[src/sv/irt_pkg.sv]
package irt_pkg;

  localparam int SAMPLE_WIDTH = 16;
  localparam int COUNT_WIDTH  = 16;
  localparam int CFG_WIDTH    = 16;

  typedef logic signed [SAMPLE_WIDTH-1:0] sample_t;
  typedef logic [COUNT_WIDTH-1:0]         count_t;
  typedef logic [CFG_WIDTH-1:0]           cfg_t;

  localparam cfg_t MIN_RUN_RESET = cfg_t'(2);

  typedef struct packed {
    sample_t sample;
    logic    end_of_stream;
  } irt_in_t;

  typedef struct packed {
    logic   run_closed;
    count_t run_length;
    count_t run_start;
    count_t run_end;
    count_t runs_so_far;
    count_t best_run_number;
    count_t best_start;
    count_t best_end;
    logic   stream_done;
  } irt_out_t;

endpackage

[src/sv/increasing_run_tracker_top.sv]
// Strictly increasing run tracker.
// Input channel in_valid/in_stall/in_item carries one signed sample per item, or an
// end item (end_of_stream set) that closes the stream. Result channel
// out_valid/out_stall/out_item gives one result when a qualifying run is broken and
// one summary (stream_done set) per end item; other items give no result.
// cfg_wr_en/cfg_wr_data write min_run_length; write only while the block is idle.
// An accepted item is evaluated from the input register; its result goes to the output
// register, or the spare register while the receiver stalls. One item per cycle while
// in_stall is low, set by the single compare-and-update step between the input and
// output registers; run state is one set of registers updated once per item.
// The output register is backed by one spare result register, so a stalled receiver
// does not stop the input until both hold results; in_stall then rises, and an item
// in the input register waits there. A stalled result holds its value.
// Synchronous reset clears the run state, the pipeline and output valids, and sets
// min_run_length to 2. After an end item the run state returns to its reset values;
// min_run_length keeps its value.
module increasing_run_tracker_top (
  input  logic                   clk,
  input  logic                   rst_n,
  input  logic                   cfg_wr_en,
  input  irt_pkg::cfg_t          cfg_wr_data,
  input  logic                   in_valid,
  output logic                   in_stall,
  input  irt_pkg::irt_in_t       in_item,
  output logic                   out_valid,
  input  logic                   out_stall,
  output irt_pkg::irt_out_t      out_item
);

  function automatic irt_pkg::count_t sat_inc(input irt_pkg::count_t v);
    return (v == '1) ? v : irt_pkg::count_t'(v + 1'b1);
  endfunction

  irt_pkg::cfg_t     min_len_r;
  logic              in_valid_r;
  irt_pkg::irt_in_t  in_item_r;

  irt_pkg::sample_t  prev_r, prev_nxt;
  logic              have_first_r, have_first_nxt;
  irt_pkg::count_t   position_r, position_nxt;
  irt_pkg::count_t   cur_len_r, cur_len_nxt;
  irt_pkg::count_t   cur_start_r, cur_start_nxt;
  irt_pkg::count_t   run_count_r, run_count_nxt;
  irt_pkg::count_t   best_len_r, best_len_nxt;
  irt_pkg::count_t   best_num_r, best_num_nxt;
  irt_pkg::count_t   best_first_r, best_first_nxt;
  irt_pkg::count_t   best_last_r, best_last_nxt;

  logic              out_valid_r;
  irt_pkg::irt_out_t out_r;
  logic              skid_valid_r;
  irt_pkg::irt_out_t skid_r;

  logic              fire;
  logic              in_acc;
  logic              out_free;
  logic              res_valid;
  irt_pkg::irt_out_t res;
  logic              load_out;
  logic              load_skid;

  logic              is_end;
  logic              rising;
  logic              qual;
  logic              better;
  logic              do_close;
  irt_pkg::count_t   pos_inc;
  irt_pkg::count_t   upd_count;

  assign in_stall  = in_valid_r && skid_valid_r;
  assign fire      = in_valid_r && !skid_valid_r;
  assign in_acc    = in_valid && !in_stall;
  assign out_free  = !out_valid_r || !out_stall;
  assign load_out  = out_free && (skid_valid_r || (fire && res_valid));
  assign load_skid = !out_free && fire && res_valid;

  assign out_valid = out_valid_r;
  assign out_item  = out_r;

  always_comb begin
    is_end    = in_item_r.end_of_stream;
    rising    = in_item_r.sample > prev_r;
    qual      = cur_len_r >= min_len_r;
    better    = cur_len_r > best_len_r;
    pos_inc   = sat_inc(position_r);
    do_close  = have_first_r && qual && (is_end || !rising);
    upd_count = do_close ? sat_inc(run_count_r) : run_count_r;
    res_valid = is_end || do_close;

    res                 = '0;
    res.run_closed      = do_close;
    res.stream_done     = is_end;
    res.runs_so_far     = upd_count;
    res.best_run_number = best_num_r;
    res.best_start      = best_first_r;
    res.best_end        = best_last_r;
    if (do_close) begin
      res.run_length = cur_len_r;
      res.run_start  = cur_start_r;
      res.run_end    = position_r;
      if (better) begin
        res.best_run_number = upd_count;
        res.best_start      = cur_start_r;
        res.best_end        = position_r;
      end
    end
  end

  always_comb begin
    prev_nxt       = prev_r;
    have_first_nxt = have_first_r;
    position_nxt   = position_r;
    cur_len_nxt    = cur_len_r;
    cur_start_nxt  = cur_start_r;
    run_count_nxt  = run_count_r;
    best_len_nxt   = best_len_r;
    best_num_nxt   = best_num_r;
    best_first_nxt = best_first_r;
    best_last_nxt  = best_last_r;
    if (fire) begin
      if (is_end) begin
        prev_nxt       = '0;
        have_first_nxt = 1'b0;
        position_nxt   = '0;
        cur_len_nxt    = irt_pkg::count_t'(1);
        cur_start_nxt  = '0;
        run_count_nxt  = '0;
        best_len_nxt   = '0;
        best_num_nxt   = '0;
        best_first_nxt = '0;
        best_last_nxt  = '0;
      end else if (!have_first_r) begin
        have_first_nxt = 1'b1;
        position_nxt   = pos_inc;
        prev_nxt       = in_item_r.sample;
        cur_start_nxt  = pos_inc;
        cur_len_nxt    = irt_pkg::count_t'(1);
      end else begin
        position_nxt = pos_inc;
        prev_nxt     = in_item_r.sample;
        if (rising) begin
          cur_len_nxt = sat_inc(cur_len_r);
        end else begin
          cur_len_nxt   = irt_pkg::count_t'(1);
          cur_start_nxt = pos_inc;
          run_count_nxt = upd_count;
          if (do_close && better) begin
            best_len_nxt   = cur_len_r;
            best_num_nxt   = upd_count;
            best_first_nxt = cur_start_r;
            best_last_nxt  = position_r;
          end
        end
      end
    end
  end

  always_ff @(posedge clk) begin
    if (!rst_n) begin
      min_len_r    <= irt_pkg::MIN_RUN_RESET;
      in_valid_r   <= 1'b0;
      prev_r       <= '0;
      have_first_r <= 1'b0;
      position_r   <= '0;
      cur_len_r    <= irt_pkg::count_t'(1);
      cur_start_r  <= '0;
      run_count_r  <= '0;
      best_len_r   <= '0;
      best_num_r   <= '0;
      best_first_r <= '0;
      best_last_r  <= '0;
      out_valid_r  <= 1'b0;
      skid_valid_r <= 1'b0;
    end else begin
      if (cfg_wr_en) begin
        min_len_r <= cfg_wr_data;
      end
      if (in_acc) begin
        in_valid_r <= 1'b1;
      end else if (fire) begin
        in_valid_r <= 1'b0;
      end
      prev_r       <= prev_nxt;
      have_first_r <= have_first_nxt;
      position_r   <= position_nxt;
      cur_len_r    <= cur_len_nxt;
      cur_start_r  <= cur_start_nxt;
      run_count_r  <= run_count_nxt;
      best_len_r   <= best_len_nxt;
      best_num_r   <= best_num_nxt;
      best_first_r <= best_first_nxt;
      best_last_r  <= best_last_nxt;
      if (out_free) begin
        out_valid_r <= load_out;
      end
      if (load_skid) begin
        skid_valid_r <= 1'b1;
      end else if (out_free) begin
        skid_valid_r <= 1'b0;
      end
    end
  end

  always_ff @(posedge clk) begin
    if (in_acc) begin
      in_item_r <= in_item;
    end
    if (load_out) begin
      out_r <= skid_valid_r ? skid_r : res;
    end
    if (load_skid) begin
      skid_r <= res;
    end
  end

endmodule

[config.mk]
export PLATFORM = sky130hd
export DESIGN_NAME = increasing_run_tracker_top
export DESIGN_NICKNAME = d
export VERILOG_FILES = /design/src/sv/irt_pkg.sv /design/src/sv/increasing_run_tracker_top.sv
export SDC_FILE = /design/constraint.sdc
export NUM_CORES = 1
export LEC_CHECK = 0
export BUFFER_PORTS_ARGS = -buffer_cell sky130_fd_sc_hd__buf_4
export CAP_MARGIN = 40
export CORE_MARGIN = 1
export CORE_UTILIZATION = 60
export DETAILED_ROUTE_END_ITERATION = 8
export PLACE_DENSITY = 0.84
export RECOVER_POWER = 50
export REMOVE_ABC_BUFFERS = 1
export SKIP_LAST_GASP = 1
export SLEW_MARGIN = 20
export SYNTH_ARGS = -nofsm -noshare
export SYNTH_HDL_FRONTEND = slang
export SYNTH_SLANG_ARGS = --single-unit
[constraint.sdc]
create_clock -name clk -period 24.7 [get_ports clk]
set_clock_uncertainty 0.2 [all_clocks]
set_input_delay 2.47 -clock clk [delete_from_list [all_inputs] [get_ports clk]]
set_output_delay 2.47 -clock clk [all_outputs]
set_load 0.01 [all_outputs]
Word level (Yosys, flattened, before mapping):

Cells that the tools add are included.

* add/subtract/negate cells: 3
* equality and inequality tests: 6
* reductions and logical operators: 28
* mux-type cells: 40
* $lt $le $gt $ge: 3

Operators by type and width (count)
* 16-bit 2-to-1 mux: 31
* 48-bit 2-to-1 mux: 3
* 114-bit 2-to-1 mux: 1
* 16-bit by 1-bit adder with 16-bit output, second input constant: 3
* 16-bit == test, second input constant: 3
* 16-bit greater-than comparator: 2
* 16-bit >= comparator: 1
* 1-bit logical AND: 10
* 2-bit nonzero test: 4
* 1-bit zero test: 6
* 1-bit 2-to-1 mux: 5
* 1-bit logical OR: 4
* 4-bit != test, second input constant: 1
* 2-bit AND reduction: 2
* 4-bit AND reduction: 1
* 3-bit != test, second input constant: 1
* 3-bit AND reduction: 1
* 2-bit != test, second input constant: 1

* output and inout bits: 116
* logic and storage cells: 114
* input port bits: 38
* flip-flop bits (word level): 409

Longest topological paths before layout:

Gate-level depths: netlist of run 1.

* depth in word-level cells: 9
* mapped depth: 13
* gate-level depth less buffers: 11

Worst setup path before layout of run 1:

OpenSTA, ideal clock, no wires.

* path type: input to register
* from: in out_stall
* to: reg skid_r[0] (netlist bit) (enable)
* setup time: 0.589 ns
* stages on the path: 2
* path buffers: 0
* required time: 23.911 ns
* path slack: 16.616 ns
* arrival: 7.295 ns
* path through: nand2_1 -> nor2_1

* word-level cells in the longest chain between the ends: 5

Ends and longest elaborated chain
* start, declared: RTL line increasing_run_tracker_top.sv:26 `input logic out_stall,`
* 1-bit zero test: RTL line increasing_run_tracker_top.sv:73 `assign out_free = !out_valid_r || !out_stall;`
* 1-bit logical OR: RTL line increasing_run_tracker_top.sv:73
* 1-bit zero test: RTL line increasing_run_tracker_top.sv:75 `assign load_skid = !out_free && fire && res_valid;`
* 1-bit logical AND (2 in a row): RTL line increasing_run_tracker_top.sv:75
* net load_skid: RTL line increasing_run_tracker_top.sv:60 `logic load_skid;`
* end signal, assigned: RTL line increasing_run_tracker_top.sv:212 `skid_r <= res;`
* end, declared: RTL line increasing_run_tracker_top.sv:52 `irt_pkg::irt_out_t skid_r;`

The timed path passes the listed nets, and every way through them passes these cells.
A chain may end at the register's enable or synchronous reset.

==> results of run 1 <==
==> cells by family (layout without fill, tap and decap cells) <==
family | Yosys count | after routing | synth area share [%]
buf+inv | 156 | 318 | 3.63
fa+ha+maj | 51 | 51 | 3.53
compound gates | 240 | 240 | 9.92
flops | 409 | 409 | 58.9
simple gates | 395 | 395 | 11.5
mux | 174 | 174 | 11.0
xor+xnor | 32 | 32 | 1.55
==> layout by cell type (no fill, tap or decap), types with 11 or more instances in the layout <==
cell type,n
sky130_fd_sc_hd__edfxtp_1,245
sky130_fd_sc_hd__dfxtp_1,163
sky130_fd_sc_hd__clkbuf_1,137
sky130_fd_sc_hd__mux2_2,105
sky130_fd_sc_hd__nand2_1,90
sky130_fd_sc_hd__nor2_1,72
sky130_fd_sc_hd__inv_1,66
sky130_fd_sc_hd__a22o_1,55
sky130_fd_sc_hd__ha_1,51
sky130_fd_sc_hd__and2_0,48
sky130_fd_sc_hd__clkbuf_16,44
sky130_fd_sc_hd__nor2b_1,37
sky130_fd_sc_hd__mux2i_1,36
sky130_fd_sc_hd__nand3_1,33
sky130_fd_sc_hd__o21ai_0,32
sky130_fd_sc_hd__a21oi_1,28
sky130_fd_sc_hd__buf_4,25
sky130_fd_sc_hd__and3_1,24
sky130_fd_sc_hd__mux2_1,24
sky130_fd_sc_hd__o21a_1,20
sky130_fd_sc_hd__nand4_1,20
sky130_fd_sc_hd__a21boi_0,20
sky130_fd_sc_hd__clkbuf_4,18
sky130_fd_sc_hd__xnor2_1,17
sky130_fd_sc_hd__xor2_1,15
sky130_fd_sc_hd__or3_1,13
sky130_fd_sc_hd__and2_1,12
sky130_fd_sc_hd__nor3_1,11
sky130_fd_sc_hd__o31ai_1,11
==> metal layers <==
layer | global-route usage [%] | wire (um) | vias to the layer above
met4 | 8.62 | 956 | 2
met3 | 4.11 | 2230 | 91
met2 | 40.4 | 17300 | 382
li1 | - | - | 5579
met5 | 0 | 15 | -
met1 | 31.0 | 15900 | 5634
==> power breakdown <==
group          leakage (uW)  total [uW]  switching [uW]  internal, uW
combinational       0.00321        49.3            31.4          18.0
clock              0.000654         603             252           351
sequential          0.00361         731            4.26           727
total               0.00747        1380             288          1100
==> worst paths after layout <==
kind / start / endpoint / slack (ns) / cells past startpoint
setup reg to reg: is_end$_DFFE_PP_ / out_item[26]$_DFFE_PP_ / 18.01 / 12
setup / recovery: rst_n / best_num_r[4]$_SDFFE_PN0P_ / 16.95 / 5
hold reg to reg: best_num_r[13]$_SDFFE_PN0P_ / best_num_r[13]$_SDFFE_PN0P_ / 0.27 / 1
hold / removal: best_num_r[13]$_SDFFE_PN0P_ / best_num_r[13]$_SDFFE_PN0P_ / 0.27 / 1
==> through the flow <==
stage	hold slack (ns)	util, %	instances
after global routing	0.292	68.6	2009
after CTS	0.266	70.4	2007
after floorplan	0.233	-	1369
after detailed placement	0.247	65.9	1929
after global placement	0.244	65.6	1925
final	0.267	68.6	2009
==> cell type report <==
type	count	share of cell area, %
clock buffers	61	5.92
clock inverters	17	0.634
inverters	68	1.25
multi-input cells	892	33.0
flip-flops and latches	409	52.3
well taps	390	2.40
repair buffers	172	4.42
==> worst max-delay path, cell delays in order <==
cell	delay (ns)
sky130_fd_sc_hd__clkbuf_1	0.11
sky130_fd_sc_hd__clkbuf_1	2.44
sky130_fd_sc_hd__nor2b_2	0.49
sky130_fd_sc_hd__clkbuf_1	2.02
sky130_fd_sc_hd__a22o_1	0.40
==> report_table.html, run 1 <==
<table>
<tr><th>Metric</th><th>Value</th></tr>
<tr><th colspan="2">Outcome</th></tr>
<tr><td>Run status</td><td>finished, violations left</td></tr>
<tr><td>Failing checks</td><td>max-capacitance violations, max-slew violations</td></tr>
<tr><th colspan="2">Synthesis</th></tr>
<tr><td>Area share of the leading cell type in the synthesized netlist</td><td>between 40% and 50%</td></tr>
<tr><td>Number of flops mapped to enable cells by yosys</td><td>245</td></tr>
<tr><td>Number of distinct library cell variants in the gate-level netlist after synthesis</td><td>71</td></tr>
<tr><td>Main flop type after synthesis</td><td>sky130_fd_sc_hd__edfxtp_1</td></tr>
<tr><td>Leading cell types by total area after synthesis</td><td>sky130_fd_sc_hd__edfxtp_1 41%, sky130_fd_sc_hd__dfxtp_1 18%, sky130_fd_sc_hd__mux2_2 7.3%</td></tr>
<tr><td>Post-synth ARST share</td><td>0%</td></tr>
<tr><td>Cell area after synthesis</td><td>between 0.015 and 0.02 mm^2</td></tr>
<tr><td>Proportion of synthesized chip area in sequential cells</td><td>58.9%</td></tr>
<tr><td>Count leader, synth</td><td>sky130_fd_sc_hd__edfxtp_1</td></tr>
<tr><td>Most frequent cells after synthesis</td><td>245 x sky130_fd_sc_hd__edfxtp_1, 164 x sky130_fd_sc_hd__dfxtp_1, 117 x sky130_fd_sc_hd__mux2_2</td></tr>
<tr><td>Gate count after technology mapping</td><td>between 1000 and 1500</td></tr>
<tr><td>Yosys warning total</td><td>0</td></tr>
<tr><td>Mean Syn Cell Area</td><td>12.4 um^2</td></tr>
<tr><td>Library cell with the largest summed area after synthesis</td><td>sky130_fd_sc_hd__edfxtp_1</td></tr>
<tr><td>Post-synthesis register bit count</td><td>409</td></tr>
<tr><th colspan="2">Global routing</th></tr>
<tr><td>Pin count of the biggest net entering global routing</td><td>90</td></tr>
<tr><td>Via count of the first global-routing pass</td><td>about 12000</td></tr>
<tr><td>GRT Residual Overflow</td><td>0</td></tr>
<tr><td>Overall global routing resource usage</td><td>23.9%</td></tr>
<tr><td>First-pass GRT wire length</td><td>between 50000 and 60000 um</td></tr>
<tr><td>Antenna violations before repair</td><td>1</td></tr>
<tr><th colspan="2">Die</th></tr>
<tr><td>Height of the die</td><td>176 um</td></tr>
<tr><td>Starting Density</td><td>60.9%</td></tr>
<tr><td>Number of top-level pins</td><td>154</td></tr>
<tr><td>Horiz. Die Dim</td><td>176 um</td></tr>
<tr><td>Total die area</td><td>0.0308 mm^2</td></tr>
<tr><td>Placement Rows</td><td>63</td></tr>
<tr><td>Core footprint</td><td>0.0296 mm^2</td></tr>
<tr><th colspan="2">Finish</th></tr>
<tr><td>Area occupied by multi-input gates</td><td>0.00672 mm^2</td></tr>
<tr><td>Layout area overhead</td><td>12.6%</td></tr>
<tr><td>Fraction of layout instances using a drive strength above 1</td><td>~15%</td></tr>
<tr><td>Total inserted antenna cells</td><td>0</td></tr>
<tr><td>Area taken by flip-flops and latches</td><td>0.0106 mm^2</td></tr>
<tr><td>Net count reported at finish</td><td>1674</td></tr>
<tr><td>Number of filler instances in the final layout</td><td>approximately 2200</td></tr>
<tr><td>Final design instance area without fill</td><td>0.0203 mm^2</td></tr>
<tr><th colspan="2">Clock tree</th></tr>
<tr><td>CTS sink count</td><td>409</td></tr>
<tr><td>Number of instances resized during post-cts repair</td><td>0</td></tr>
<tr><td>Cell chosen for the clock root</td><td>sky130_fd_sc_hd__clkbuf_16</td></tr>
<tr><td>Num CTS Buffers</td><td>42</td></tr>
<tr><td>Clock edge transition at the registers on the reported setup and hold paths</td><td>0.06 ns</td></tr>
<tr><td>Post-CTS repair timing setup buffer count</td><td>0</td></tr>
<tr><td>Clock latency at the later pin of the worst-skew pair</td><td>0.53 ns</td></tr>
<tr><td>CTS tree</td><td>done</td></tr>
<tr><td># H-tree levels</td><td>2</td></tr>
<tr><td>Hold-fix buffers at CTS</td><td>0</td></tr>
<tr><td>CTS Buffer Depth</td><td>3</td></tr>
<tr><th colspan="2">Route</th></tr>
<tr><td>Count of nets left with antenna violations after detail routing</td><td>0</td></tr>
<tr><td>Total DRC errors in the routed layout</td><td>0</td></tr>
<tr><td>Routed via count</td><td>roughly 12000</td></tr>
<tr><td>Via density per instance</td><td>5.82</td></tr>
<tr><td>Total wire length after detailed routing</td><td>36400 um</td></tr>
<tr><td>First-iteration detailed-routing DRC count</td><td>679</td></tr>
<tr><td>Routed wire length per instance</td><td>18.1 um</td></tr>
<tr><td>Number of iterations in the first detailed-routing pass</td><td>5</td></tr>
<tr><th colspan="2">Placement</th></tr>
<tr><td>Final estimated routing congestion in global placement</td><td>0.843</td></tr>
<tr><td>Worst slack at placement</td><td>19.64 ns</td></tr>
<tr><td>Number of port buffers</td><td>153</td></tr>
<tr><td>Half-perimeter wire length after placement</td><td>24000 um</td></tr>
<tr><td>Post-DP Area</td><td>0.0195 mm^2</td></tr>
<tr><th colspan="2">STA</th></tr>
<tr><td>Setup-violating endpoint count in the final report</td><td>0</td></tr>
<tr><td>Setup TNS</td><td>0 ns</td></tr>
<tr><td>Unrepaired setup endpoints after global routing</td><td>no</td></tr>
<tr><td>Slew Limit Fails</td><td>around 230</td></tr>
<tr><td>Final Cycle Share</td><td>31.4%</td></tr>
<tr><td>Hold violation total from the final report</td><td>0</td></tr>
<tr><td>Max frequency</td><td>0.129 GHz</td></tr>
<tr><td>Slew margin rel.</td><td>-131%</td></tr>
<tr><td>Post-route setup slack</td><td>16.95 ns</td></tr>
<tr><td>Slew @ Worst Pin</td><td>3.47 ns</td></tr>
<tr><td>Final min period</td><td>7.75 ns</td></tr>
<tr><th colspan="2">Pwr</th></tr>
<tr><td>Design Power</td><td>roughly 1400 uW</td></tr>
<tr><td>Maximum vdd drop</td><td>0.0559 mV</td></tr>
<tr><td>Leakage</td><td>0.00747 uW</td></tr>
<tr><td>Power density over cell area</td><td>68.0 mW/mm^2</td></tr>
<tr><th colspan="2">Worst hold path</th></tr>
<tr><td>Worst Hold Class</td><td>register to register</td></tr>
<tr><th colspan="2">Setup path</th></tr>
<tr><td>Nature of the critical path endpoint</td><td>register</td></tr>
<tr><td>Type of element launching the critical path</td><td>primary input</td></tr>
<tr><td>Highest fanout seen on the critical path</td><td>88</td></tr>
<tr><td>Type of the worst setup path</td><td>primary input to register</td></tr>
<tr><td>Req. time, crit path</td><td>24.97 ns</td></tr>
<tr><td>Endpoint arrival time on the critical path</td><td>8.02 ns</td></tr>
<tr><th colspan="2">Job</th></tr>
<tr><td>Max cap viols</td><td>4</td></tr>
</table>
(Power assumes the default switching activity.)
==> run 2, diff against run 1 <==
--- a/config.mk
+++ b/config.mk
@@ -5,12 +5,13 @@
 export SDC_FILE = /design/constraint.sdc
 export NUM_CORES = 1
 export LEC_CHECK = 0
+export ABC_AREA = 1
 export BUFFER_PORTS_ARGS = -buffer_cell sky130_fd_sc_hd__buf_4
 export CAP_MARGIN = 40
 export CORE_MARGIN = 1
-export CORE_UTILIZATION = 60
+export CORE_UTILIZATION = 54
 export DETAILED_ROUTE_END_ITERATION = 8
-export PLACE_DENSITY = 0.84
+export PLACE_DENSITY = 0.8
 export RECOVER_POWER = 50
 export REMOVE_ABC_BUFFERS = 1
 export SKIP_LAST_GASP = 1
==> constraint.sdc (replaced) <==
create_clock -name clk -period 6.9 [get_ports clk]
set_clock_uncertainty 0.2 [all_clocks]
set_input_delay 0.69 -clock clk [delete_from_list [all_inputs] [get_ports clk]]
set_output_delay 0.69 -clock clk [all_outputs]
set_load 0.01 [all_outputs]
==> run 2 against run 1 <==
Against the previous run: the run still ends with max-capacitance violations, max-slew violations left; clock power increased to 3.8 times the previous value; sequential power rose to 3.7 times the previous value; clock-buffer cell count is 1 lower; register-to-register slack worse by 17 ns; first-iteration DRC count grew 55%.
==> report_table.html, run 2 <==
<table>
<tr><th>Metric</th><th>Value</th></tr>
<tr><th colspan="2">Synthesis</th></tr>
<tr><td>Synth Area in Compound Gates</td><td>around 8.9%</td></tr>
<tr><td>Post-Synth XOR/XNOR Area</td><td>less than 1%</td></tr>
<tr><td>Mean Syn Cell Area</td><td>8.99 um^2</td></tr>
<tr><td>Count leader, synth</td><td>sky130_fd_sc_hd__nand2_1</td></tr>
<tr><td>Mux contribution to synthesized area</td><td>0%</td></tr>
<tr><td>Area share of the leading cell type in the synthesized netlist</td><td>39.9%</td></tr>
<tr><td>Combinational family with the most area after synthesis</td><td>simple AND/OR/NAND/NOR gates</td></tr>
<tr><td>Adder-cell share of the synthesized area</td><td>under 10%</td></tr>
<tr><td>Main flop type after synthesis</td><td>sky130_fd_sc_hd__edfxtp_1</td></tr>
<tr><td>Gate count after technology mapping</td><td>2052</td></tr>
<tr><td>Library cell with the largest summed area after synthesis</td><td>sky130_fd_sc_hd__edfxtp_1</td></tr>
<tr><td>Post-synth ARST share</td><td>0%</td></tr>
<tr><td>Post-synthesis register bit count</td><td>409</td></tr>
<tr><td>Area fraction in and, or, nand and nor cells after synthesis</td><td>a little under a quarter</td></tr>
<tr><td>Number of distinct library cell variants in the gate-level netlist after synthesis</td><td>44</td></tr>
<tr><td>Number of flops mapped to enable cells by yosys</td><td>between 200 and 250</td></tr>
<tr><td>Cell area after synthesis</td><td>0.0185 mm^2</td></tr>
<tr><td>Most frequent cells after synthesis</td><td>620 x sky130_fd_sc_hd__nand2_1, 245 x sky130_fd_sc_hd__edfxtp_1, 174 x sky130_fd_sc_hd__inv_1, 174 x sky130_fd_sc_hd__nor2_1, 164 x sky130_fd_sc_hd__dfxtp_1</td></tr>
<tr><td>Leading cell types by total area after synthesis</td><td>sky130_fd_sc_hd__edfxtp_1 40%, sky130_fd_sc_hd__dfxtp_1 18%, sky130_fd_sc_hd__nand2_1 13%</td></tr>
<tr><td>Yosys warning total</td><td>0</td></tr>
<tr><td>Proportion of synthesized chip area in sequential cells</td><td>57.6%</td></tr>
<tr><th colspan="2">Clock tree</th></tr>
<tr><td># H-tree levels</td><td>2</td></tr>
<tr><td>Clock latency at the later pin of the worst-skew pair</td><td>0.54 ns</td></tr>
<tr><td>Hold-fix buffers at CTS</td><td>0</td></tr>
<tr><td>CTS sink count</td><td>409</td></tr>
<tr><td>Number of instances resized during post-cts repair</td><td>0</td></tr>
<tr><td>CTS tree</td><td>done</td></tr>
<tr><td>Num CTS Buffers</td><td>42</td></tr>
<tr><td>Post-CTS repair timing setup buffer count</td><td>0</td></tr>
<tr><td>CTS Buffer Depth</td><td>3</td></tr>
<tr><td>Cell chosen for the clock root</td><td>sky130_fd_sc_hd__clkbuf_16</td></tr>
<tr><td>Clock edge transition at the registers on the reported setup and hold paths</td><td>around 0.06 ns</td></tr>
<tr><th colspan="2">STA</th></tr>
<tr><td>Slew margin rel.</td><td>-77.2%</td></tr>
<tr><td>Post-route setup slack</td><td>1.26 ns</td></tr>
<tr><td>Tightest hold margin</td><td>0.153 ns</td></tr>
<tr><td>Setup-violating endpoint count in the final report</td><td>0</td></tr>
<tr><td>Final min period</td><td>5.64 ns</td></tr>
<tr><td>Slew @ Worst Pin</td><td>2.66 ns</td></tr>
<tr><td>Slew Limit Fails</td><td>78</td></tr>
<tr><td>Setup TNS</td><td>0 ns</td></tr>
<tr><td>Unrepaired setup endpoints after global routing</td><td>no</td></tr>
<tr><td>Final Cycle Share</td><td>between 80% and 90%</td></tr>
<tr><td>Max frequency</td><td>0.177 GHz</td></tr>
<tr><td>Hold violation total from the final report</td><td>0</td></tr>
<tr><th colspan="2">Finish</th></tr>
<tr><td>Layout area overhead</td><td>12.6%</td></tr>
<tr><td>Area taken by flip-flops and latches</td><td>0.0106 mm^2</td></tr>
<tr><td>Most frequent cells in the layout</td><td>622 x sky130_fd_sc_hd__nand2_1, 245 x sky130_fd_sc_hd__edfxtp_1, 174 x sky130_fd_sc_hd__inv_1, 173 x sky130_fd_sc_hd__nor2_1, 164 x sky130_fd_sc_hd__dfxtp_1</td></tr>
<tr><td>Number of filler instances in the final layout</td><td>2912</td></tr>
<tr><td>Total inserted antenna cells</td><td>0</td></tr>
<tr><td>Most common cell after layout, fill and taps aside</td><td>sky130_fd_sc_hd__nand2_1</td></tr>
<tr><td>Fraction of layout instances using a drive strength above 1</td><td>6.39%</td></tr>
<tr><td>Net count reported at finish</td><td>2262</td></tr>
<tr><td>Area occupied by multi-input gates</td><td>0.00654 mm^2</td></tr>
<tr><th colspan="2">Route</th></tr>
<tr><td>Count of nets left with antenna violations after detail routing</td><td>0</td></tr>
<tr><td>Via density per instance</td><td>5.40</td></tr>
<tr><td>Total DRC errors in the routed layout</td><td>0</td></tr>
<tr><td>Total wire length after detailed routing</td><td>43700 um</td></tr>
<tr><td>Routed via count</td><td>14300</td></tr>
<tr><td>Routed length on met1</td><td>18800 um</td></tr>
<tr><td>Uppermost routed layer</td><td>met5</td></tr>
<tr><td>Routed wire length per instance</td><td>between 15 and 20 um</td></tr>
<tr><td>Wire length on met3</td><td>~2900 um</td></tr>
<tr><td>Number of iterations in the first detailed-routing pass</td><td>6</td></tr>
<tr><td>First-iteration detailed-routing DRC count</td><td>1054</td></tr>
<tr><td>Met2 wire len</td><td>approximately 21000 um</td></tr>
<tr><th colspan="2">Setup path</th></tr>
<tr><td>CP max-delay cell</td><td>sky130_fd_sc_hd__clkbuf_1</td></tr>
<tr><td>Largest stage delay, worst path</td><td>0.88 ns</td></tr>
<tr><td>Type of the worst setup path</td><td>register to register</td></tr>
<tr><td>Gate family responsible for the most delay along the worst path</td><td>buffers and inverters</td></tr>
<tr><td>Type of element launching the critical path</td><td>register</td></tr>
<tr><td>Buffers and inverters on the worst path</td><td>4</td></tr>
<tr><td>Cell Chain, Critical Path</td><td>clkinv_2 &gt; nand2_1 &gt; clkbuf_1 &gt; a21oi_1 &gt; nand2_4 &gt; inv_4 &gt; nand2_2 &gt; buf_4 &gt; nand2_1 &gt; o21ai_0</td></tr>
<tr><td>Highest fanout seen on the critical path</td><td>between 60 and 70</td></tr>
<tr><td>Nature of the critical path endpoint</td><td>register</td></tr>
<tr><td>Cell mode on critical path</td><td>sky130_fd_sc_hd__nand2_1</td></tr>
<tr><td>Req. time, crit path</td><td>7.13 ns</td></tr>
<tr><td>Endpoint arrival time on the critical path</td><td>5.87 ns</td></tr>
<tr><th colspan="2">Die</th></tr>
<tr><td>Height of the die</td><td>187 um</td></tr>
<tr><td>Horiz. Die Dim</td><td>187 um</td></tr>
<tr><td>Total die area</td><td>around 0.035 mm^2</td></tr>
<tr><td>Placement Rows</td><td>67</td></tr>
<tr><td>Number of top-level pins</td><td>154</td></tr>
<tr><td>Core footprint</td><td>~0.034 mm^2</td></tr>
<tr><td>Starting Density</td><td>54.9%</td></tr>
<tr><th colspan="2">Job</th></tr>
<tr><td>Max cap viols</td><td>2</td></tr>
<tr><th colspan="2">Worst hold path</th></tr>
<tr><td>Worst Hold Class</td><td>primary input to register</td></tr>
<tr><th colspan="2">Pwr</th></tr>
<tr><td>Power density over cell area</td><td>253 mW/mm^2</td></tr>
<tr><td>Leakage</td><td>0.00843 uW</td></tr>
<tr><td>Maximum vdd drop</td><td>0.218 mV</td></tr>
<tr><th colspan="2">Global routing</th></tr>
<tr><td>Via count of the first global-routing pass</td><td>14000</td></tr>
<tr><td>Pin count of the biggest net entering global routing</td><td>81</td></tr>
<tr><td>First-pass GRT wire length</td><td>between 70000 and 80000 um</td></tr>
<tr><td>GRT Residual Overflow</td><td>0</td></tr>
<tr><td>Antenna violations before repair</td><td>0</td></tr>
<tr><td>Overall global routing resource usage</td><td>24.9%</td></tr>
<tr><th colspan="2">Outcome</th></tr>
<tr><td>Run status</td><td>finished, violations left</td></tr>
<tr><td>Failing checks</td><td>max-capacitance violations, max-slew violations</td></tr>
<tr><th colspan="2">Placement</th></tr>
<tr><td>Half-perimeter wire length after placement</td><td>28800 um</td></tr>
<tr><td>Number of port buffers</td><td>153</td></tr>
<tr><td>Worst slack at placement</td><td>about 2 ns</td></tr>
<tr><td>Final estimated routing congestion in global placement</td><td>0.932</td></tr>
</table>
## run 2: metal layers
layer | global-route usage, % | up-vias
met5 | 1.10 | -
met4 | 9.14 | 2
met3 | 3.66 | 94
met2 | 42.1 | 530
met1 | 32.3 | 6634
li1 | - | 7065
## run 2: worst paths after layout
kind	start	end	slack, ns	cells after the start
setup reg to reg	skid_valid_r$_SDFFE_PN0P_	best_num_r[5]$_SDFFE_PN0P_	1.26	10
hold reg to reg	cur_start_r[7]$_SDFFE_PN0P_	best_first_r[7]$_SDFFE_PN0P_	0.26	2
hold / removal	in_item[3]	in_item_r[3]$_DFFE_PP_	0.15	1
setup / recovery	skid_valid_r$_SDFFE_PN0P_	best_num_r[5]$_SDFFE_PN0P_	1.26	10
## run 2: through the flow
stage / std cells / power [uW] / cell area [um^2] / util (%)
2_1_floorplan: 1952 / 2890 / 17900 / -
3_5_place_dp: 2574 / 3020 / 19900 / 59.2
4_1_cts: 2652 / 5310 / 21300 / 63.3
6_report: 2655 / 5260 / 20800 / 61.8
5_1_grt: 2655 / 5420 / 20800 / 61.8
3_3_place_gp: 2569 / 3010 / 19800 / 58.9
## run 2: worst reg2reg max path, cell delays in order (launching register included)
cell and delay [ns]:
sky130_fd_sc_hd__dfxtp_1 0.84, sky130_fd_sc_hd__clkinv_2 0.49, sky130_fd_sc_hd__nand2_1 0.67, sky130_fd_sc_hd__clkbuf_1 0.88
sky130_fd_sc_hd__a21oi_1 0.17, sky130_fd_sc_hd__nand2_4 0.30, sky130_fd_sc_hd__inv_4 0.16, sky130_fd_sc_hd__nand2_2 0.09
sky130_fd_sc_hd__buf_4 0.64, sky130_fd_sc_hd__nand2_1 0.71, sky130_fd_sc_hd__o21ai_0 0.38
## run 2: kinds of logic after synthesis
family	count (synthesis)
simple gates	1005
fa+ha+maj	51
xor+xnor	19
buf+inv	279
flops	409
compound gates	289
## run 2: where the power goes
| group | internal [uW] | switching (uW) |
|---|---|---|
| clock network | 1360 | 937 |
| logic | 89.9 | 198 |
| registers | 2630 | 37.6 |
## run 2: cell type report
type | count | share of cell area, %
clock buffer | 60 | 5.75
timing repair buffer | 177 | 4.61
tap | 448 | 2.70
inverter | 179 | 3.25
clock inverter | 18 | 1.03
sequential | 409 | 51.2
multi-input combinational | 1364 | 31.5
